$ cat config.mk
export PLATFORM = sky130hd
export DESIGN_NAME = bypass_crossfade_mixer
export DESIGN_NICKNAME = d
export VERILOG_FILES = /design/src/sv/bcm_pkg.sv /design/src/sv/bypass_crossfade_mixer.sv
export VERILOG_INCLUDE_DIRS = /design/src /design/src/sv
export SDC_FILE = /design/constraint.sdc
export NUM_CORES = 2
export LEC_CHECK = 0
export BUFFER_PORTS_ARGS = -buffer_cell sky130_fd_sc_hd__buf_2
export CORE_UTILIZATION = 25
export CTS_CLUSTER_DIAMETER = 40
export DETAILED_ROUTE_END_ITERATION = 7
export MAX_ROUTING_LAYER = met4
export SKIP_LAST_GASP = 1
export SYNTH_ARGS = -nofsm -noshare
export SYNTH_HDL_FRONTEND = slang
export SYNTH_SLANG_ARGS = --single-unit
$ cat constraint.sdc
create_clock -name i_clk -period 17.6 [get_ports i_clk]
set_input_delay 0 -clock i_clk [delete_from_list [all_inputs] [get_ports i_clk]]
set_output_delay 0 -clock i_clk [all_outputs]
set_load 0.005 [all_outputs]
$ cat src/sv/assert_macros.svh
// Assertion macros shared by the RTL of the crossfade mixer.
`ifndef ASSERT_MACROS_SVH
`define ASSERT_MACROS_SVH

// Clocked assertion, switched off while reset is held.
`define BCM_ASSERT(label, prop, msg) \
    label: assert property (@(posedge i_clk) disable iff (!i_rst_n) prop) \
        else $error(msg);

// Clocked assertion that is also checked during reset.
`define BCM_ASSERT_ALWAYS(label, prop, msg) \
    label: assert property (@(posedge i_clk) prop) else $error(msg);

`endif

$ cat src/sv/bcm_pkg.sv
// Package of shared types and constants for the bypass crossfade mixer.
package bcm_pkg;

    // Default widths of samples and gains.
    localparam int DEF_SAMPLE_BITS = 24;
    localparam int DEF_GAIN_BITS   = 16;

    // Fixed register widths.
    localparam int MIX_W  = 16;
    localparam int LEN_W  = 16;
    localparam int ADDR_W = 4;
    localparam int DATA_W = 32;

    // Register reset values.
    localparam logic [MIX_W-1:0] MIX_RESET = 16'd32768;
    localparam logic [LEN_W-1:0] LEN_RESET = 16'd48;

    // Register indexes, taken from paddr[3:2].
    localparam logic [1:0] REG_MIX    = 2'd0;
    localparam logic [1:0] REG_LEN    = 2'd1;
    localparam logic [1:0] REG_START  = 2'd2;
    localparam logic [1:0] REG_MONO   = 2'd3;

    // Input commands.
    localparam logic CMD_SAMPLE = 1'b0;
    localparam logic CMD_BYPASS = 1'b1;

    // Sequencer states.
    typedef enum logic [2:0] {
        ST_IDLE,
        ST_DIV,
        ST_MUL_W,
        ST_MUL_L,
        ST_MUL_R,
        ST_UPD,
        ST_FIN
    } t_state;

endpackage

$ cat src/sv/bypass_crossfade_mixer.sv
// Top level of the dry/wet mixer with a linear bypass ramp.

// A sample transfer is answered by one result transfer after the steps accept, gain
// product, left product, right product with left rounding, right rounding with ramp
// update and output load; the next item is taken in the cycle after the result enters the
// output register. A set-bypass transfer gives no result; unless the level is already at
// its target, it occupies the block while the ramp step comes from a restoring divider that
// produces one quotient bit per cycle. All three products go through one shared signed
// multiplier under the sequencer. The output register lets a finished result wait while
// the block is idle; a further result waits in the last state until that register frees.
// Configuration writes are taken at any time; writing start_bypassed resets the ramp.
module bypass_crossfade_mixer
    import bcm_pkg::*;
#(
    parameter int SAMPLE_BITS = DEF_SAMPLE_BITS,
    parameter int GAIN_BITS   = DEF_GAIN_BITS
) (
    input  logic                          i_clk,
    input  logic                          i_rst_n,
    // Configuration port
    input  logic                          psel,
    input  logic                          penable,
    input  logic                          pwrite,
    input  logic [ADDR_W-1:0]             paddr,
    input  logic [DATA_W-1:0]             pwdata,
    output logic [DATA_W-1:0]             prdata,
    output logic                          pready,
    // Input channel
    input  logic                          i_in_valid,
    output logic                          o_in_stall,
    input  logic                          i_command,
    input  logic                          i_bypass_on,
    input  logic signed [SAMPLE_BITS-1:0] i_dry_left,
    input  logic signed [SAMPLE_BITS-1:0] i_dry_right,
    input  logic signed [SAMPLE_BITS-1:0] i_wet_left,
    input  logic signed [SAMPLE_BITS-1:0] i_wet_right,
    // Output channel
    output logic                          o_out_valid,
    input  logic                          i_out_stall,
    output logic signed [SAMPLE_BITS-1:0] o_out_left,
    output logic signed [SAMPLE_BITS-1:0] o_out_right,
    output logic                          o_ramping
);

    `include "assert_macros.svh"

    localparam int S   = SAMPLE_BITS;
    localparam int G   = GAIN_BITS;
    localparam int AW  = (S + 1 > G + 1) ? S + 1 : G + 1;
    localparam int PW  = AW + G + 1;
    localparam int MXW = (MIX_W > G + 1) ? MIX_W : G + 1;
    localparam int RW  = LEN_W + 1;
    localparam int CW  = $clog2(G);

    localparam logic [G-1:0]           UNITY    = {1'b1, {(G-1){1'b0}}};
    localparam logic [MXW-1:0]         UNITY_MX = {{(MXW-G){1'b0}}, UNITY};
    localparam logic signed [PW-1:0]   RND      = {{(PW-G+1){1'b0}}, 1'b1, {(G-2){1'b0}}};
    localparam logic signed [S+2:0]    SMAX     = {4'b0000, {(S-1){1'b1}}};
    localparam logic signed [S+2:0]    SMIN     = {4'b1111, {(S-1){1'b0}}};
    localparam logic [CW-1:0]          DIV_LAST = CW'(G - 1);

    // Saturate a widened sum to the sample range.
    function automatic logic signed [S-1:0] sat(input logic signed [S+2:0] v);
        logic signed [S-1:0] r;
        if (v > SMAX) begin
            r = SMAX[S-1:0];
        end else if (v < SMIN) begin
            r = SMIN[S-1:0];
        end else begin
            r = v[S-1:0];
        end
        return r;
    endfunction

    // Registers
    t_state                 r_state, n_state;
    logic [MIX_W-1:0]       r_mix;
    logic [LEN_W-1:0]       r_len;
    logic                   r_start_byp;
    logic                   r_mono;
    logic [G-1:0]           r_level;
    logic signed [G:0]      r_step;
    logic [LEN_W-1:0]       r_left;
    logic                   r_goal;
    logic [RW-1:0]          r_rem;
    logic [G-1:0]           r_quo;
    logic [CW-1:0]          r_cnt;
    logic signed [S-1:0]    r_dry_l, r_dry_r;
    logic signed [S:0]      r_dw_l, r_dw_r;
    logic [G-1:0]           r_w;
    logic signed [PW-1:0]   r_prod;
    logic signed [S-1:0]    r_res_l;
    logic signed [S-1:0]    r_res_r;
    logic                   r_out_valid;
    logic signed [S-1:0]    r_out_l, r_out_r;
    logic                   r_out_ramp;

    logic                   cfg_wr;
    logic [1:0]             cfg_idx;
    logic                   in_acc;
    logic                   out_free;
    logic                   in_stall;
    logic                   tgt_goal;
    logic [G-1:0]           tgt_level;
    logic [LEN_W-1:0]       len_eff;
    logic [MXW-1:0]         mix_ext;
    logic [G-1:0]           mix_c;
    logic signed [AW-1:0]   mul_a;
    logic signed [G:0]      mul_b;
    logic signed [PW-1:0]   mul_p;
    logic [RW-1:0]          rem_sh;
    logic                   rem_ge;
    logic signed [PW-1:0]   rnd_sum;
    logic signed [PW-1:0]   rnd_sh;
    logic signed [S+1:0]    sh_n;
    logic signed [S-1:0]    add_dry;
    logic signed [S+2:0]    mix_sum;
    logic signed [S-1:0]    mix_res;
    logic signed [G+1:0]    lvl_sum;
    logic [LEN_W-1:0]       left_dec;

    // Configuration access decode
    assign pready  = 1'b1;
    assign cfg_wr  = psel && penable && pwrite;
    assign cfg_idx = paddr[3:2];

    always_comb begin
        case (cfg_idx)
            REG_MIX:   prdata = DATA_W'(r_mix);
            REG_LEN:   prdata = DATA_W'(r_len);
            REG_START: prdata = DATA_W'(r_start_byp);
            REG_MONO:  prdata = DATA_W'(r_mono);
            default:   prdata = '0;
        endcase
    end

    // Handshake terms
    assign in_acc   = i_in_valid && !in_stall;
    assign out_free = !r_out_valid || !i_out_stall;

    // Ramp target and effective length
    assign tgt_goal  = !i_bypass_on;
    assign tgt_level = tgt_goal ? UNITY : '0;
    assign len_eff   = (r_len == '0) ? LEN_W'(1) : r_len;

    // Mix amount clamped to unity
    assign mix_ext = MXW'(r_mix);
    assign mix_c   = (mix_ext > UNITY_MX) ? UNITY : mix_ext[G-1:0];

    // Shared multiplier operand selection
    always_comb begin
        case (r_state)
            ST_MUL_W: begin
                mul_a = AW'(r_level);
                mul_b = (G+1)'(mix_c);
            end
            ST_MUL_R: begin
                mul_a = AW'(r_dw_r);
                mul_b = (G+1)'(r_w);
            end
            default: begin
                mul_a = AW'(r_dw_l);
                mul_b = (G+1)'(r_w);
            end
        endcase
    end
    assign mul_p = PW'(mul_a) * PW'(mul_b);

    // Divider step: one quotient bit per cycle
    assign rem_sh = {r_rem[RW-2:0], r_quo[G-1]};
    assign rem_ge = rem_sh >= RW'(len_eff);

    // Rounding, dry add and saturation of the registered product
    assign rnd_sum = r_prod + RND;
    assign rnd_sh  = rnd_sum >>> (G - 1);
    assign sh_n    = rnd_sh[S+1:0];
    assign add_dry = (r_state == ST_UPD) ? r_dry_r : r_dry_l;
    assign mix_sum = (S+3)'(add_dry) + (S+3)'(sh_n);
    assign mix_res = sat(mix_sum);

    // Ramp advance
    assign lvl_sum  = (G+2)'(signed'({1'b0, r_level})) + (G+2)'(r_step);
    assign left_dec = r_left - LEN_W'(1);

    // Next state
    always_comb begin
        n_state = r_state;
        case (r_state)
            ST_IDLE: begin
                if (in_acc) begin
                    if (i_command == CMD_SAMPLE) begin
                        n_state = ST_MUL_W;
                    end else if (r_level != tgt_level) begin
                        n_state = ST_DIV;
                    end
                end
            end
            ST_DIV: begin
                if (r_cnt == '0) begin
                    n_state = ST_IDLE;
                end
            end
            ST_MUL_W: n_state = ST_MUL_L;
            ST_MUL_L: n_state = ST_MUL_R;
            ST_MUL_R: n_state = ST_UPD;
            ST_UPD:   n_state = ST_FIN;
            ST_FIN: begin
                if (out_free) begin
                    n_state = ST_IDLE;
                end
            end
            default:  n_state = ST_IDLE;
        endcase
    end

    // Sequencer outputs
    always_comb begin
        case (r_state)
            ST_IDLE: in_stall = 1'b0;
            default: in_stall = 1'b1;
        endcase
    end

    assign o_in_stall  = in_stall;
    assign o_out_valid = r_out_valid;
    assign o_out_left  = r_out_l;
    assign o_out_right = r_out_r;
    assign o_ramping   = r_out_ramp;

    // Control state, configuration and ramp state
    always_ff @(posedge i_clk) begin
        if (!i_rst_n) begin
            r_state     <= ST_IDLE;
            r_mix       <= MIX_RESET;
            r_len       <= LEN_RESET;
            r_start_byp <= 1'b0;
            r_mono      <= 1'b0;
            r_level     <= UNITY;
            r_goal      <= 1'b1;
            r_step      <= '0;
            r_left      <= '0;
            r_cnt       <= '0;
            r_out_valid <= 1'b0;
        end else begin
            r_state <= n_state;

            // Output register fills from the last state and empties on a result transfer
            if (r_state == ST_FIN && out_free) begin
                r_out_valid <= 1'b1;
            end else if (r_out_valid && !i_out_stall) begin
                r_out_valid <= 1'b0;
            end

            // Writing start_bypassed reinitialises the ramp; otherwise the sequencer runs it
            if (cfg_wr && cfg_idx == REG_START) begin
                r_start_byp <= pwdata[0];
                r_level     <= pwdata[0] ? '0 : UNITY;
                r_goal      <= !pwdata[0];
                r_step      <= '0;
                r_left      <= '0;
            end else begin
                case (r_state)
                    ST_IDLE: begin
                        if (in_acc && i_command == CMD_BYPASS) begin
                            r_goal <= tgt_goal;
                            if (r_level == tgt_level) begin
                                r_left <= '0;
                                r_step <= '0;
                            end else begin
                                r_left <= len_eff;
                                r_cnt  <= DIV_LAST;
                            end
                        end
                    end
                    ST_DIV: begin
                        r_cnt <= r_cnt - CW'(1);
                        if (r_cnt == '0) begin
                            // Quotient complete: apply the direction of the ramp
                            if (r_goal) begin
                                r_step <= signed'({1'b0, r_quo[G-2:0], rem_ge});
                            end else begin
                                r_step <= -signed'({1'b0, r_quo[G-2:0], rem_ge});
                            end
                        end
                    end
                    ST_UPD: begin
                        if (r_left != '0) begin
                            r_left <= left_dec;
                            if (left_dec == '0) begin
                                r_level <= r_goal ? UNITY : '0;
                            end else begin
                                r_level <= lvl_sum[G-1:0];
                            end
                        end
                    end
                    default: begin
                    end
                endcase
            end

            // Remaining configuration writes
            if (cfg_wr) begin
                case (cfg_idx)
                    REG_MIX:   r_mix  <= pwdata[MIX_W-1:0];
                    REG_LEN:   r_len  <= pwdata[LEN_W-1:0];
                    REG_MONO:  r_mono <= pwdata[0];
                    default: begin
                    end
                endcase
            end
        end
    end

    // Datapath registers
    always_ff @(posedge i_clk) begin
        case (r_state)
            ST_IDLE: begin
                if (in_acc && i_command == CMD_BYPASS) begin
                    r_rem <= '0;
                    r_quo <= tgt_goal ? (UNITY - r_level) : r_level;
                end
                if (in_acc && i_command == CMD_SAMPLE) begin
                    r_dry_l <= i_dry_left;
                    r_dry_r <= i_dry_right;
                    r_dw_l  <= (S+1)'(i_wet_left) - (S+1)'(i_dry_left);
                    r_dw_r  <= (r_mono ? (S+1)'(i_wet_left) : (S+1)'(i_wet_right))
                               - (S+1)'(i_dry_right);
                end
            end
            ST_DIV: begin
                r_rem <= rem_ge ? (rem_sh - RW'(len_eff)) : rem_sh;
                r_quo <= {r_quo[G-2:0], rem_ge};
            end
            ST_MUL_W: r_w <= mul_p[2*G-2:G-1];
            ST_MUL_L: r_prod <= mul_p;
            ST_MUL_R: begin
                r_res_l <= mix_res;
                r_prod  <= mul_p;
            end
            ST_FIN: begin
                if (out_free) begin
                    r_out_l    <= r_res_l;
                    r_out_r    <= r_res_r;
                    r_out_ramp <= (r_left != '0);
                end
            end
            default: begin
            end
        endcase
    end

    // ST_UPD forms the right result; hold it until the output register frees
    always_ff @(posedge i_clk) begin
        if (r_state == ST_UPD) begin
            r_res_r <= mix_res;
        end
    end

    // Assertions
    `BCM_ASSERT(a_level_range, (r_level <= UNITY), "fade level above unity")
    `BCM_ASSERT(a_level_snapped,
        ((r_left == '0) |-> (r_level == '0 || r_level == UNITY)),
        "idle ramp with a level between the end points")
    `BCM_ASSERT(a_result_loaded,
        ((r_state == ST_FIN && out_free) |=> (r_out_valid && r_state == ST_IDLE)),
        "finished sample not loaded into the output register")

endmodule

==> impl_results.md <==
- Synth area leader: edfxtp_1
- Row Count: 134
- Initial Utilization: 0.252
- Pin count of the biggest net entering global routing: 68
- CP peak stage delay: 0.80 ns
- Synth cell count leaders: inv_1, nand2_1, fa_1
- Crit path top cell by count: fa_1
- Fin crit period: 10.65 ns
- Die W: 369 µm
- HPWL after DPL: 80100 µm
- Syn-to-layout area delta: 17.6%
- Mapped Cells: 3541
- Fill count: 14000
- Outcome: finished, violations left
- Remaining DRCs: 60
- Cell with the most instances after synthesis: inv_1
- Setup Skew: 0.0605 ns
- Final wirelength: 102000 µm
- Overflow after GRT: 0
- Worst-Margin Slew: 1.24 ns
- CP Max Fanout: 49
- FF-to-FF path depth: 30
- Vias in the first global route: 26300
- Seq. cell area: 0.00993 mm²
- Post-synth EDFFs: 270
- Max Freq: 93.9 MHz
- Cts bufs inserted: 57
- Clk sink count: 361
- CP arrival: 11.03 ns
- Synth warnings: 0
- Crit. End Element: register
- Drt first pass iters: 8
- # setup viols final: 0
- First-pass GRT wire length: 156000 µm
- Crit start category: register
- #FFs+latches synth: 361
- Violation count after the first detailed-routing iteration: 2107
- Mean number of vias per cell: 4.67
- Die area: 0.137 mm²
- Routed len/inst: 18.0 µm
- Sequential-to-total area share from yosys stat: 0.294
- Worst skew pair latency: 0.65 ns
- Req. time, crit path: 17.98 ns
- Final worst path period share: 0.605
- Number of library cell types mapped by synthesis: 88
- GRT Total Usage: 0.153
- Share of cells above drive strength 1: 0.106
- # port buffers: 189
- Slew headroom: 0.167
- Failing checks: design-rule violations
- CTS HTree Levels: 2
- Setup TNS: 0 ns
- Synth top area cells: edfxtp_1, fa_1, ha_1
- Chip Height: 369 µm
- RSZ-0062 raised after global routing: no
- Multi-input logic area: 0.0212 mm²
- Asr flop ratio synth: 0
- GPL Wtd Cong: 0.922
- Post-synth top flop: edfxtp_1
- CORE AREA: 0.134 mm²
- Type of the worst min-delay path: input pin to register
- Antenna-violating nets left: 0
- Crit Path Class: register to register
- Share of the synthesized area in the top cell type: 0.240
- Final slew viol count: 0
- Max clock buf depth: 3
- Initial antenna violation count: 6
- Post-Syn Area per Cell: 9.53 µm²
- Clk slew on worst S/H paths: 0.06 ns
- Synthesized area: 0.0338 mm²
- TritonCTS clock tree: done
- Nets@finish: 4548
- Final count of hold timing violations: 0
- Slowest CP cell: a221oi_1
- # Max-Cap Violations: 0
- Clk Tree Root Cell: clkbuf_16
- # IOs: 225
- WHS Path Cells: 4
- Vias: 26300
timing repair:
action / CTS / global route
endpoints found under the hold margin: 162 / 0
endpoints found under the setup margin: 0 / 0
hold buffers: 102 / 0
gates resized for setup: 0 / 0
buffers inserted: 0 / 0
worst max-delay path, delay by kind of cell (launching register included):
kind / cells / cell delay [ns]
adders and majority gates: 7 / 3.43
AOI/OAI and AO/OA: 8 / 3.22
and+or+nand+nor: 6 / 1.41
buffers and inverters: 8 / 1.29
DFF: 1 / 0.59
xor gates and xnor gates: 1 / 0.33
area by class of cell:
| type | instances | share of cell area |
|---|---|---|
| antenna | 6 | 0.000378 |
| clock buffer | 67 | 0.0384 |
| clock inverter | 40 | 0.0110 |
| inverter | 567 | 0.0536 |
| multi-input combinational | 2487 | 0.533 |
| sequential | 361 | 0.250 |
| tap | 1768 | 0.0557 |
| timing repair buffer | 333 | 0.0575 |
routing by layer:
layer | part of all wire | GRT usage | up-vias | wire (µm)
met5 | 0 | - | - | 0
met4 | 0.028 | 0.0436 | 0 | 2880
met3 | 0.081 | 0.0227 | 146 | 8190
met2 | 0.45 | 0.241 | 978 | 46200
met1 | 0.44 | 0.202 | 13000 | 44300
li1 | - | - | 12100 | -
layout by cell type (no fill, tap or decap), types with 90 or more instances in the layout:
| cell type | n |
|---|---|
| inv_1 | 565 |
| nand2_1 | 467 |
| fa_1 | 389 |
| nor2_1 | 340 |
| edfxtp_1 | 270 |
| ha_1 | 211 |
| buf_2 | 189 |
| a21oi_1 | 129 |
| xnor2_1 | 121 |
| dlygate4sd3_1 | 102 |
| dfxtp_1 | 90 |
through the flow:
step	utilization	hold WS, ns	cells	cell area [µm²]	worst slack, ns
after floorplan	-	0.0989	3556	33800	9.42
after global placement	0.274	0.192	5414	36700	7.19
after detailed placement	0.274	0.196	5414	36700	6.99
after CTS	0.297	0.00202	5623	39700	6.93
after global routing	0.297	0.0373	5628	39700	6.48
final	0.297	0.0184	5629	39700	6.95
worst paths after layout:
check / slack (ns) / endpoint / start
setup / recovery: 6.95 / r_prod[40] / r_state[1]
hold reg to reg: 0.41 / o_out_right[0] / r_res_r[0]
setup reg to reg: 6.95 / r_prod[40] / r_state[1]
hold / removal: 0.02 / r_dw_r[20] / i_wet_right[20]
sequential cells by signal (all words and copies together) (netlist names), 3 cells and up:
register and cells:
r_w 16, r_dw_l 25, r_cnt 4, r_left 16, r_rem 16, r_dry_l 24, r_step 16, o_out_left 24
o_out_right 24, r_quo 16, r_level 16, r_mix 16, r_dry_r 24, r_res_r 24, r_state 3, r_len 16
r_res_l 24, r_prod 27, r_dw_r 25
cell families after synthesis:
group	Yosys count	synth area share
mux	48	0.0155
xor+xnor	181	0.0470
simple gates	1099	0.142
fa+ha+maj	600	0.309
other cells	2	0.000222
flops	361	0.294
compound gates	542	0.110
buf+inv	708	0.0824
Power is not shown: default switching activity piles up to over one toggle a cycle in this logic, so the estimate is an artifact.
